===== config.mk =====
export PLATFORM = sky130hd
export DESIGN_NAME = eqm_front
export DESIGN_NICKNAME = d
export VERILOG_FILES = /design/src/rtl/eqm_pkg.sv /design/src/rtl/eqm_front.sv
export SDC_FILE = /design/constraint.sdc
export NUM_CORES = 1
export LEC_CHECK = 0
export ABC_AREA = 1
export BUFFER_PORTS_ARGS = -buffer_cell sky130_fd_sc_hd__clkbuf_2
export CAP_MARGIN = 20
export CORE_MARGIN = 3
export CORE_UTILIZATION = 37
export DETAILED_ROUTE_END_ITERATION = 16
export PLACE_DENSITY = 0.84
export SLEW_MARGIN = 20
export SYNTH_ARGS = -nofsm -noshare
export SYNTH_HDL_FRONTEND = slang
export SYNTH_SLANG_ARGS = --single-unit

===== constraint.sdc =====
create_clock -name vclk -period 2.1
set_input_delay 0.315 -clock vclk [all_inputs]
set_output_delay 0.315 -clock vclk [all_outputs]
set_load 0.01 [all_outputs]

===== src/rtl/eqm_pkg.sv =====
package eqm_pkg;

    localparam int unsigned MAX_MARKERS_DEF = 16;
    localparam int unsigned FREQ_MIN_DEF    = 320;
    localparam int unsigned FREQ_MAX_DEF    = 320000;

    localparam int unsigned FREQ_W  = 24;
    localparam int unsigned GAIN_W  = 16;
    localparam int unsigned SLOT_W  = 4;
    localparam int unsigned TENS_W  = 17;
    localparam int unsigned CNT_W   = 5;
    localparam int unsigned CIDX_W  = 2;
    localparam int unsigned COORD_W = 26;
    localparam int unsigned AMT_W   = 17;
    localparam int unsigned QUEUE_DEPTH = 2;

    localparam logic signed [GAIN_W-1:0] GAIN_LIMIT = GAIN_W'(10240);
    localparam int unsigned OUT_LIMIT = 16384;
    localparam int unsigned LN2_Q16   = 45426;
    localparam int unsigned EPS_LOG   = 7;
    localparam int unsigned EPS_LIN   = 1;
    localparam int unsigned UNITY_Q16 = 65536;

    localparam logic OP_WRITE = 1'b0;
    localparam logic OP_QUERY = 1'b1;

    localparam logic [1:0] IM_LINEAR = 2'd0;
    localparam logic [1:0] IM_SPLINE = 2'd1;
    localparam logic [1:0] IM_STEP   = 2'd2;

    localparam logic [CIDX_W-1:0] CFG_AXIS    = 2'd0;
    localparam logic [CIDX_W-1:0] CFG_INTERP  = 2'd1;
    localparam logic [CIDX_W-1:0] CFG_TENSION = 2'd2;
    localparam logic [CIDX_W-1:0] CFG_COUNT   = 2'd3;

    typedef struct packed {
        logic                     op;
        logic [SLOT_W-1:0]        slot;
        logic [FREQ_W-1:0]        freq;
        logic signed [GAIN_W-1:0] gain;
    } t_cmd;

    typedef struct packed {
        logic              axis;
        logic [1:0]        interp;
        logic [TENS_W-1:0] tension;
        logic [CNT_W-1:0]  count;
    } t_cfg;

    // ln(1+k/16) in q0.16
    function automatic logic [15:0] ln_tab(input logic [4:0] k);
        logic [15:0] v;
        unique case (k)
            5'd0:  v = 16'd0;
            5'd1:  v = 16'd3973;
            5'd2:  v = 16'd7719;
            5'd3:  v = 16'd11262;
            5'd4:  v = 16'd14624;
            5'd5:  v = 16'd17822;
            5'd6:  v = 16'd20870;
            5'd7:  v = 16'd23783;
            5'd8:  v = 16'd26573;
            5'd9:  v = 16'd29248;
            5'd10: v = 16'd31818;
            5'd11: v = 16'd34292;
            5'd12: v = 16'd36675;
            5'd13: v = 16'd38975;
            5'd14: v = 16'd41196;
            5'd15: v = 16'd43345;
            5'd16: v = 16'd45426;
            default: v = 16'd0;
        endcase
        return v;
    endfunction

endpackage


===== src/rtl/eqm_front.sv =====
module eqm_front #(
    parameter int unsigned MAX_MARKERS = eqm_pkg::MAX_MARKERS_DEF,
    parameter int unsigned FREQ_MIN    = eqm_pkg::FREQ_MIN_DEF,
    parameter int unsigned FREQ_MAX    = eqm_pkg::FREQ_MAX_DEF
) (
    input  logic                              i_valid,
    input  logic                              i_full,
    input  logic                              i_operation,
    input  logic [eqm_pkg::SLOT_W-1:0]        i_marker_slot,
    input  logic [eqm_pkg::FREQ_W-1:0]        i_marker_freq,
    input  logic signed [eqm_pkg::GAIN_W-1:0] i_marker_gain,
    input  logic [eqm_pkg::FREQ_W-1:0]        i_query_freq,
    output logic                              o_stall,
    output logic                              o_push,
    output eqm_pkg::t_cmd                     o_cmd
);
    import eqm_pkg::*;

    logic [FREQ_W-1:0] raw_f;
    logic [FREQ_W-1:0] clamp_f;
    logic signed [GAIN_W-1:0] clamp_g;
    logic drop;

    always_comb begin
        raw_f = (i_operation == OP_QUERY) ? i_query_freq : i_marker_freq;
        if (raw_f < FREQ_W'(FREQ_MIN)) begin
            clamp_f = FREQ_W'(FREQ_MIN);
        end else if (raw_f > FREQ_W'(FREQ_MAX)) begin
            clamp_f = FREQ_W'(FREQ_MAX);
        end else begin
            clamp_f = raw_f;
        end
        if (i_marker_gain > GAIN_LIMIT) begin
            clamp_g = GAIN_LIMIT;
        end else if (i_marker_gain < -GAIN_LIMIT) begin
            clamp_g = -GAIN_LIMIT;
        end else begin
            clamp_g = i_marker_gain;
        end
        // writes beyond the table are dropped here
        drop = (i_operation == OP_WRITE) && (8'(i_marker_slot) >= 8'(MAX_MARKERS));
    end

    assign o_stall    = i_full;
    assign o_push     = i_valid && !i_full && !drop;
    assign o_cmd.op   = i_operation;
    assign o_cmd.slot = i_marker_slot;
    assign o_cmd.freq = clamp_f;
    assign o_cmd.gain = clamp_g;

endmodule


# After elaboration in Yosys (flattened, before gate mapping)
# Index checks and enable logic that the tools add are counted.
[totals] register_bits=0 latch_bits=0 ramBits=0 romBits=0 inputBits=71 output_inout_bits=47 word_cells=11 n_memories=0
[classes] add_sub_neg=0 mul=0 div=0 n_lt_le_gt_ge=4 eq_ne=0 n_shift=0 muxes=5 bitwise_logic=0 reduce_logical=2
[ops] op="$mux 24" n=3
[ops] op="$mux 16" n=2
[ops] op="$gt 24x19->1 const B" n=1
[ops] op="$lt 24x9->1 const B" n=1
[ops] op="$gt 16x15->1 const B" n=1
[ops] op="$lt 16x15->1 const B" n=1
[ops] op="$logic_and 1x1->1" n=1
[ops] op="$logic_not 1->1" n=1

# Logic depth before layout (Yosys ltp)
[depth] depth_word=4 ltp_mapped=13

# Least setup slack after synthesis
# OpenSTA, ideal clock, no wires.
[synth_timing] path_type="input to output" start="input port i_marker_gain[12] in the netlist's numbering" end="output port o_cmd[10] in the netlist's numbering" t_arrival_ns=1.491 required_ns=1.785 slack_ns=0.294 cell_stages=8 n_path_buf=1 cell_sequence="inv_1 > o21ai_0 > nand3_1 > ha_1 > inv_1 > clkbuf_1 > nand2_1 > nor2_1"
[synth_lines] item="from (decl)" line_no="eqm_front.sv:11" source="input logic signed [eqm_pkg::GAIN_W-1:0] i_marker_gain,"
[synth_lines] item="to (decl)" line_no="eqm_front.sv:15" source="output eqm_pkg::t_cmd o_cmd"

==> reports/results.ini <==
[outcome]
status = complete, no violations

[clock_tree]
hold_buffers = 0

[synthesis]
yosysWarnings = 0
yosys.cell_types.count = 24
synth.area.top_cells = nand2_1 30%, inv_1 12%, nor2_1 11%, nand2_2 9.4%, buf_4 8.0%
syn_area_per_cell_sq_um = 4.69
yosys.area.top_type_share_pct = 30.3
syn_area_sq_mm = 0.00113
syn_inst = 240
yosysSeqAreaShare_pct = 0
yosys.area.top_type = nand2_1

[timing]
finalHoldViolations = 0
rsz0062_at_grt = yes
setup_viol = 0
whs_ns = 0.630
final_max_slew_viol_count = 0
period_share_pct = 99.9
fin_crit_ns = 2.10
finalSetupTns_ns = 0
fmax_mhz = 477
setup_ws_ns = 0.00310

[layout]
nNetsFinal = 423
antenna_cells = 0
final_cell_area_sq_mm = 0.00189
multi_input_area_sq_um = 928
instances_no_fill = 380
seq_cell_count = 0
fin_util_pct = 66.8
final-seq-area_sq_um = 0
layout_commonest_cell = clkbuf_2
nClkBuffers = 0
syn2layout_area_growth_pct = 67.9
drive_above_1_share_pct = 51.0
layout_common_cells = 102 x clkbuf_2, 79 x nand2_1, 35 x inv_1
n_fill_cell = 253

[global_route]
gr-total-overflow = 0
grt_max_degree = 23
busiest_layer = met2
grt_pass1_vias = 1384
antenna_found_initial = 0
grt_util_met3_pct = 1.26
met1_usage_pct = 20.4
grt_first_pass_wirelength_mm = 5.38
grt_usage_pct = 17.8
met2_usage_pct = 37.2

[worst_setup_path]
path_buf_inv = 5
crit_path_end_kind = output port
crit_path_max_incr_delay_ns = 0.17
slowest_stage = nand3b_1
startpoint_type = input pin
critPathTopFamily = simple AND/OR/NAND/NOR gates
crit_top_cell = nand2_2
path_class = input pin to output port
arrival_ns = 1.78
cp_max_fo = 7
crit_chain = buf_12 -> inv_8 -> buf_12 -> nand2_2 -> nand2_2 -> nand2_1 -> nor2_2 -> nand2_2 -> nand3b_1 -> nand2_2 -> buf_6 -> nand2_1 -> nand2_1 -> buf_2
worstPathRequired_ns = 1.78

[placement]
gp_congestion = 0.776
dp.cells = 375
post-place-ws_ns = -0.152
port_buffers = 105
place_area_sq_mm = 0.00166
hpwl_mm = 3.06

[die]
die_area_sq_mm = 0.00374
start_util_pct = 39.8
dieHeight_um = 61.2
die_w_um = 61.2
ioPinCount = 118
rows = 19
coreArea_sq_mm = 0.00283

[route]
viasPerCell = 4.64
route.detailed.drc = 0
wirelength_mm = 4.06
drt_iter0_drc = 127
postRouteAntennaNets = 0
firstDrtPassIters = 4
wire_per_inst_um = 10.7
num_vias = 1763

[power]
power.leakage_nw = 1.21
total_power_mw = 0.365
powerDensity_mw_per_mm2 = 193
peakVddDrop_v = 0.000107

[min_path]
hp-class = input pin to output port

[flow_run]
maxCapViolations = 0

where the power goes:
group,internal [mW],total [mW],switching [mW]
Clock,0,0,0
Sequential,0,0,0
Combinational,0.169,0.365,0.196
Total,0.169,0.365,0.196
kinds of logic (layout without fill, tap and decap cells):
logic type	after synthesis	after routing	share of synthesized area, %
adders and majority gates	1	1	1.11
AOI/OAI and AO/OA	10	10	5.00
buffers and inverters	58	163	27.1
other	1	5	0.333
and+or+nand+nor	170	170	66.4
area by class of cell:
cell class	count	share of cell area, %
inverter	39	8.34
timing repair buffer	124	40.5
tap	31	2.05
multi-input combinational	186	49.1
Yosys cell counts (2+ instances only):
cell type / count
nor4_1: 2
o21ai_1: 2
nand3b_1: 2
nand2_2: 17
buf_4: 12
o21ai_0: 4
or2_2: 2
nor2_1: 34
nor2_2: 12
inv_2: 2
buf_6: 4
nand2_1: 91
a21oi_1: 2
inv_1: 37
nand3_1: 8
final timing paths:
path | from | end | depth (start not counted)
min | i_marker_slot[3] | o_cmd[43] | 0
max | i_operation | o_cmd[24] | 14
metal layers:
metal | share of wire (%) | vias up | wire, um
li1 | - | 909 | -
met1 | 35 | 743 | 1430
met2 | 53 | 105 | 2150
met3 | 10 | 6 | 422
met4 | 1.4 | 0 | 57
met5 | 0 | - | 0
what timing repair did:
item                       in CTS  in global routing
gates cloned                    1                  1
setup endpoints to repair      13                 32
buffers inserted                0                  3
gates resized for setup         8                 37
pin swaps                       3                 21
No activity file was read; power rests on OpenSTA's default activity.
