### src/rtl/eqm_pkg.sv
package eqm_pkg;

    localparam int unsigned MAX_MARKERS_DEF = 16;
    localparam int unsigned FREQ_MIN_DEF    = 320;
    localparam int unsigned FREQ_MAX_DEF    = 320000;

    localparam int unsigned FREQ_W  = 24;
    localparam int unsigned GAIN_W  = 16;
    localparam int unsigned SLOT_W  = 4;
    localparam int unsigned TENS_W  = 17;
    localparam int unsigned CNT_W   = 5;
    localparam int unsigned CIDX_W  = 2;
    localparam int unsigned COORD_W = 26;
    localparam int unsigned AMT_W   = 17;
    localparam int unsigned QUEUE_DEPTH = 2;

    localparam logic signed [GAIN_W-1:0] GAIN_LIMIT = GAIN_W'(10240);
    localparam int unsigned OUT_LIMIT = 16384;
    localparam int unsigned LN2_Q16   = 45426;
    localparam int unsigned EPS_LOG   = 7;
    localparam int unsigned EPS_LIN   = 1;
    localparam int unsigned UNITY_Q16 = 65536;

    localparam logic OP_WRITE = 1'b0;
    localparam logic OP_QUERY = 1'b1;

    localparam logic [1:0] IM_LINEAR = 2'd0;
    localparam logic [1:0] IM_SPLINE = 2'd1;
    localparam logic [1:0] IM_STEP   = 2'd2;

    localparam logic [CIDX_W-1:0] CFG_AXIS    = 2'd0;
    localparam logic [CIDX_W-1:0] CFG_INTERP  = 2'd1;
    localparam logic [CIDX_W-1:0] CFG_TENSION = 2'd2;
    localparam logic [CIDX_W-1:0] CFG_COUNT   = 2'd3;

    typedef struct packed {
        logic                     op;
        logic [SLOT_W-1:0]        slot;
        logic [FREQ_W-1:0]        freq;
        logic signed [GAIN_W-1:0] gain;
    } t_cmd;

    typedef struct packed {
        logic              axis;
        logic [1:0]        interp;
        logic [TENS_W-1:0] tension;
        logic [CNT_W-1:0]  count;
    } t_cfg;

    // ln(1+k/16) in q0.16
    function automatic logic [15:0] ln_tab(input logic [4:0] k);
        logic [15:0] v;
        unique case (k)
            5'd0:  v = 16'd0;
            5'd1:  v = 16'd3973;
            5'd2:  v = 16'd7719;
            5'd3:  v = 16'd11262;
            5'd4:  v = 16'd14624;
            5'd5:  v = 16'd17822;
            5'd6:  v = 16'd20870;
            5'd7:  v = 16'd23783;
            5'd8:  v = 16'd26573;
            5'd9:  v = 16'd29248;
            5'd10: v = 16'd31818;
            5'd11: v = 16'd34292;
            5'd12: v = 16'd36675;
            5'd13: v = 16'd38975;
            5'd14: v = 16'd41196;
            5'd15: v = 16'd43345;
            5'd16: v = 16'd45426;
            default: v = 16'd0;
        endcase
        return v;
    endfunction

endpackage

### src/rtl/eqm_queue.sv
module eqm_queue (
    input  logic          i_clk,
    input  logic          i_rst_n,
    input  logic          i_push,
    input  eqm_pkg::t_cmd i_cmd,
    input  logic          i_pop,
    output logic          o_full,
    output logic          o_avail,
    output eqm_pkg::t_cmd o_head
);
    import eqm_pkg::*;

    localparam int unsigned PW = $clog2(QUEUE_DEPTH);
    localparam int unsigned NW = $clog2(QUEUE_DEPTH + 1);

    t_cmd r_mem [QUEUE_DEPTH];
    logic [PW-1:0] r_wp;
    logic [PW-1:0] r_rp;
    logic [NW-1:0] r_cnt;

    always_ff @(posedge i_clk) begin
        if (!i_rst_n) begin
            r_wp  <= '0;
            r_rp  <= '0;
            r_cnt <= '0;
        end else begin
            if (i_push) begin
                r_wp <= (r_wp == PW'(QUEUE_DEPTH - 1)) ? '0 : r_wp + 1'b1;
            end
            if (i_pop) begin
                r_rp <= (r_rp == PW'(QUEUE_DEPTH - 1)) ? '0 : r_rp + 1'b1;
            end
            if (i_push && !i_pop) begin
                r_cnt <= r_cnt + 1'b1;
            end else if (!i_push && i_pop) begin
                r_cnt <= r_cnt - 1'b1;
            end
        end
    end

    always_ff @(posedge i_clk) begin
        if (i_push) begin
            r_mem[r_wp] <= i_cmd;
        end
    end

    assign o_full  = (r_cnt == NW'(QUEUE_DEPTH));
    assign o_avail = (r_cnt != '0);
    assign o_head  = r_mem[r_rp];

`ifndef SYNTHESIS
    a_no_overflow: assert property (@(posedge i_clk) disable iff (!i_rst_n)
        o_full |=> (r_cnt == NW'(QUEUE_DEPTH)) || $past(i_pop))
        else $error("queue overflow");
`endif

endmodule

### config.mk
export PLATFORM = sky130hd
export DESIGN_NAME = eqm_queue
export DESIGN_NICKNAME = d
export VERILOG_FILES = /design/src/rtl/eqm_pkg.sv /design/src/rtl/eqm_queue.sv
export SDC_FILE = /design/constraint.sdc
export NUM_CORES = 1
export LEC_CHECK = 0
export BUFFER_PORTS_ARGS = -buffer_cell sky130_fd_sc_hd__buf_2
export CAP_MARGIN = 20
export CORE_UTILIZATION = 31
export CTS_BUF_LIST = sky130_fd_sc_hd__clkbuf_8
export CTS_CLUSTER_DIAMETER = 60
export CTS_CLUSTER_SIZE = 25
export DETAILED_ROUTE_END_ITERATION = 6
export PLACE_DENSITY = 0.51
export SLEW_MARGIN = 25
export SYNTH_ARGS = -nofsm -noshare
export SYNTH_HDL_FRONTEND = slang
export SYNTH_SLANG_ARGS = --single-unit
### constraint.sdc
create_clock -name i_clk -period 4.4 [get_ports i_clk]
set_clock_uncertainty 0.1 [all_clocks]
set_input_delay 1.1 -clock i_clk [delete_from_list [all_inputs] [get_ports i_clk]]
set_output_delay 1.1 -clock i_clk [all_outputs]
set_load 0.01 [all_outputs]
**Word level (Yosys, flattened, before mapping)**

Memories as Yosys holds them, arrays and structs flattened. A register that Yosys moved wholly into a read port is not among the register bits.
Cells that the tools add are included.
Widths: inputs -> output; s select.

- Flip-flop bits (word level): 4
- Logic and storage cells: 23
- Bits of input ports: 49
- Memory bits (writable): 90
- Output and inout port bits: 47
- Memories kept: 1

- Mux-type cells: 8
- Equal/unequal tests: 1
- Reduce and logical (&&, ||, !) cells: 6
- Add/subtract/negate cells: 4

Memory list:

| memory | words | width | read ports | clocked after Yosys merged registers in | wr ports | RTL line | RTL |
|---|---|---|---|---|---|---|---|
| r_mem | 2 | 45 | 1 | 1 | 1 | eqm_queue.sv:16 | `t_cmd r_mem [QUEUE_DEPTH];` |

Operators by type and width:

| kind | count |
|---|---|
| $mux 1 | 6 |
| $mux 2 | 2 |
| $reduce_bool 2->1 | 2 |
| $add 1x1->1 const B | 2 |
| $add 2x1->2 const B | 1 |
| $eq 2x2->1 const B | 1 |
| $logic_and 1x1->1 | 2 |
| $logic_not 1->1 | 2 |
| $sub 2x1->2 const B | 1 |

**Longest topological paths before layout**

- Depth after elaboration: 4
- Mapped depth: 5
- Mapped depth without buffers: 5

**Worst setup path after synthesis**

OpenSTA, ideal clock, no wires.

- Path kind: input to register
- From: input port i_push
- To: memory r_mem[0][0] (netlist name), enable pin
- Data arrival time: 3134 ps
- Slack: 712 ps
- Stages on the path: 1
- Setup time: 454 ps
- Buffers on the path: 0
- Cells stage by stage: nor2b_1

- Cells in the longest elaborated chain, start to end: 2

Ends and longest elaborated chain:

| what | RTL line | RTL |
|---|---|---|
| from (decl) | eqm_queue.sv:4 | `input logic i_push,` |
| $mux 1 | eqm_queue.sv:42 | `if (i_push) begin` |
| $mux 1 (implied by the code) | eqm_queue.sv:43 | `r_mem[r_wp] <= i_cmd;` |
| to (decl) | eqm_queue.sv:16 |  |

No other way between the ends.

==> flow_metrics.env <==
export IMPL_status="complete, no violations"
export IMPL_hold_viol=0
export IMPL_io_pins=96
export IMPL_grt_ovfl_total=0
export IMPL_cp_start_kind="flop"
export IMPL_max_slew_margin_rel_pct=52.54
export IMPL_synth_area_top_cells="edfxtp_1, mux2_2, dfxtp_1"
export IMPL_tns_ns=0
export IMPL_grt_pass1_wl_microns=9045
export IMPL_post_dp_hpwl_microns=3960
export IMPL_drive_above_1_share_pct=59.78
export IMPL_antenna_cells=0
export IMPL_instances_no_fill=411
export IMPL_clkTransAtPathRegs_ns=0.09
export IMPL_cts_resized=0
export IMPL_reg2reg_slack_ns=2.55
export IMPL_rsz0062_at_grt="no"
export IMPL_area_growth_pct=24.08
export IMPL_cts_tree="built"
export IMPL_fmax_mhz=334.3
export IMPL_r2r_start="r_wp$_SDFFE_PN0P_"
export IMPL_nets=317
export IMPL_die_w_microns=108.0
export IMPL_synth_top_cells_by_count="edfxtp_1, mux2_2, dfxtp_1"
export IMPL_fp_dieH_microns=108.0
export IMPL_cts_buffers=9
export IMPL_first_iter_violations=30
export IMPL_drtAntennaViolNets=0
export IMPL_grt_max_degree=27
export IMPL_dieArea_sq_mm=0.01166
export IMPL_cts_sinks=95
export IMPL_cap_violations=0
export IMPL_hold_path_class="reg -> reg"
export IMPL_regToRegEndpoint="r_mem[1][10]$_DFFE_PP_"
export IMPL_synth_most_common_cell="edfxtp_1"
export IMPL_drt_total_wl_microns=6113
export IMPL_ys_flop_type="edfxtp_1"
export IMPL_io_buffers=95
export IMPL_fin_crit_sh_pct=67.99
export IMPL_synth_edf_count=90
export IMPL_first_pass_iters=4
export IMPL_synth_cell_type_count=17
export IMPL_grt_usage_pct=10.70
export IMPL_synth_fp_nets=212
export IMPL_critPathMaxFanout=19
export IMPL_cp_required_ns=3.20
export IMPL_clk_latency_ns=0.35
export IMPL_clock_path_buffers=2
export IMPL_critPathArrivalTime_ns=1.79
export IMPL_ir_drop_uv=138.2
export IMPL_cts_root_buf="clkbuf_8"
export IMPL_synth_top_area_share_pct=77.64
export IMPL_start_util_pct=31.97
export IMPL_rows=38
export IMPL_yosysWarningCount=0
export IMPL_ys_seq_area_share_pct=80.52
export IMPL_critPathCapture="o_head[25]"
export IMPL_antenna_found_initial=0
export IMPL_routed_via_density=4.321
export IMPL_drc_errors=0
export IMPL_worst_slack_ns=1.408
export IMPL_dp_slack_ns=1.684
export IMPL_post_cts_buffers=0
export IMPL_htree_levels=3
export IMPL_endpoint_kind="output port"
export IMPL_p_leak_uw=0.001607
export IMPL_synth_cell_area_sq_mm=0.003481
export IMPL_finalWeightedCongestion=0.6493
export IMPL_n_fill_cell=1043
export IMPL_slew_violations=0
export IMPL_reg2reg_depth=2
export IMPL_period_minus_slack_ns=2.992
export IMPL_path_class="reg -> out"
export IMPL_wire_per_inst_microns=14.87
export IMPL_placed_cells=396
export IMPL_worst_pin_slew_ns=0.7104
export IMPL_synth_top_area_cell="edfxtp_1"
export IMPL_syn_area_per_cell_sq_um=21.49
export IMPL_p_per_area_mw_per_mm2=420.0
export IMPL_hold_buffers=0
export IMPL_synth_seq_cells=95
export IMPL_totalPowerFinal_uw=1814
export IMPL_vias=1776
export IMPL_grt_pass1_vias=1823
export IMPL_coreArea_sq_mm=0.01089
export IMPL_timing_hold_ws_ns=0.4173
export IMPL_synthCells=162
export IMPL_async_reset_ff_share_pct=0
export IMPL_setup_viol=0
critical path, cell delays in order, from the launching register on:
cell and delay, ns:
dfxtp_2 0.55, buf_4 0.36, mux2_2 0.38, buf_2 0.14
worst min path at each step:
stage,from,to,slack (ns),cells after the start
floorplan,r_cnt[1]$_SDFFE_PN0P_,r_cnt[1]$_SDFFE_PN0P_,0.36,2
global placement,r_cnt[1]$_SDFFE_PN0P_,r_cnt[1]$_SDFFE_PN0P_,0.38,2
detailed placement,r_cnt[1]$_SDFFE_PN0P_,r_cnt[1]$_SDFFE_PN0P_,0.40,2
CTS,r_cnt[1]$_SDFFE_PN0P_,r_cnt[1]$_SDFFE_PN0P_,0.41,2
global route,r_cnt[1]$_SDFFE_PN0P_,r_cnt[1]$_SDFFE_PN0P_,0.46,2
finish,r_cnt[1]$_SDFFE_PN0P_,r_cnt[1]$_SDFFE_PN0P_,0.42,2
layout make-up:
type | instances | area [sq um] | share of cell area (%)
inverters | 1 | 3.754 | 0.08691
flip-flops and latches | 95 | 2804 | 64.92
multi-input cells | 61 | 633.1 | 14.66
clock inverters | 6 | 61.31 | 1.419
clock buffers | 9 | 123.9 | 2.868
repair buffers | 99 | 518.0 | 11.99
well taps | 140 | 175.2 | 4.056
routing by layer:
metal | vias up | global-route usage (%) | share of wire, %
met3 | 10 | 2.652 | 4.9
met5 | - | 0 | 0
li1 | 838 | - | -
met2 | 57 | 17.52 | 49
met4 | 0 | 5.871 | 1.8
met1 | 871 | 12.95 | 44
power breakdown:
group,internal [uW],switching [uW]
clock network,258,293
registers,1040,16.6
logic,103,102
sequential cells by signal, summed over array words and instances, names as in the netlist, named ones only:
| signal | count |
|---|---|
| r_rp | 1 |
| r_mem | 90 |
| r_cnt | 2 |
| r_wp | 1 |
cells in the final DEF (no fill, tap or decap), drive strengths merged, types with 4 or more instances in the layout:
cell type   n
and2        4
buf        99
clkbuf      9
dfxtp       5
edfxtp     90
mux2       45
cells by family (layout without fill, tap and decap cells):
kind of cell,count (synthesis),in the layout,synth area share [%]
AOI/OAI and AO/OA,3,3,0.5751
DFF,95,95,80.52
muxes,45,45,14.56
adders and majority gates,1,1,0.3594
and+or+nand+nor,9,9,1.690
buffers and inverters,6,115,1.545
xor gates and xnor gates,3,3,0.7550
per-stage QoR:
stage                     util [%]  instance area [sq um]
final                        39.67                   4319
after detailed placement     37.97                   4134
after CTS                    39.67                   4319
after floorplan                  -                   3481
after global routing         39.67                   4319
after global placement       37.97                   4134
(Power assumes the default switching activity.)
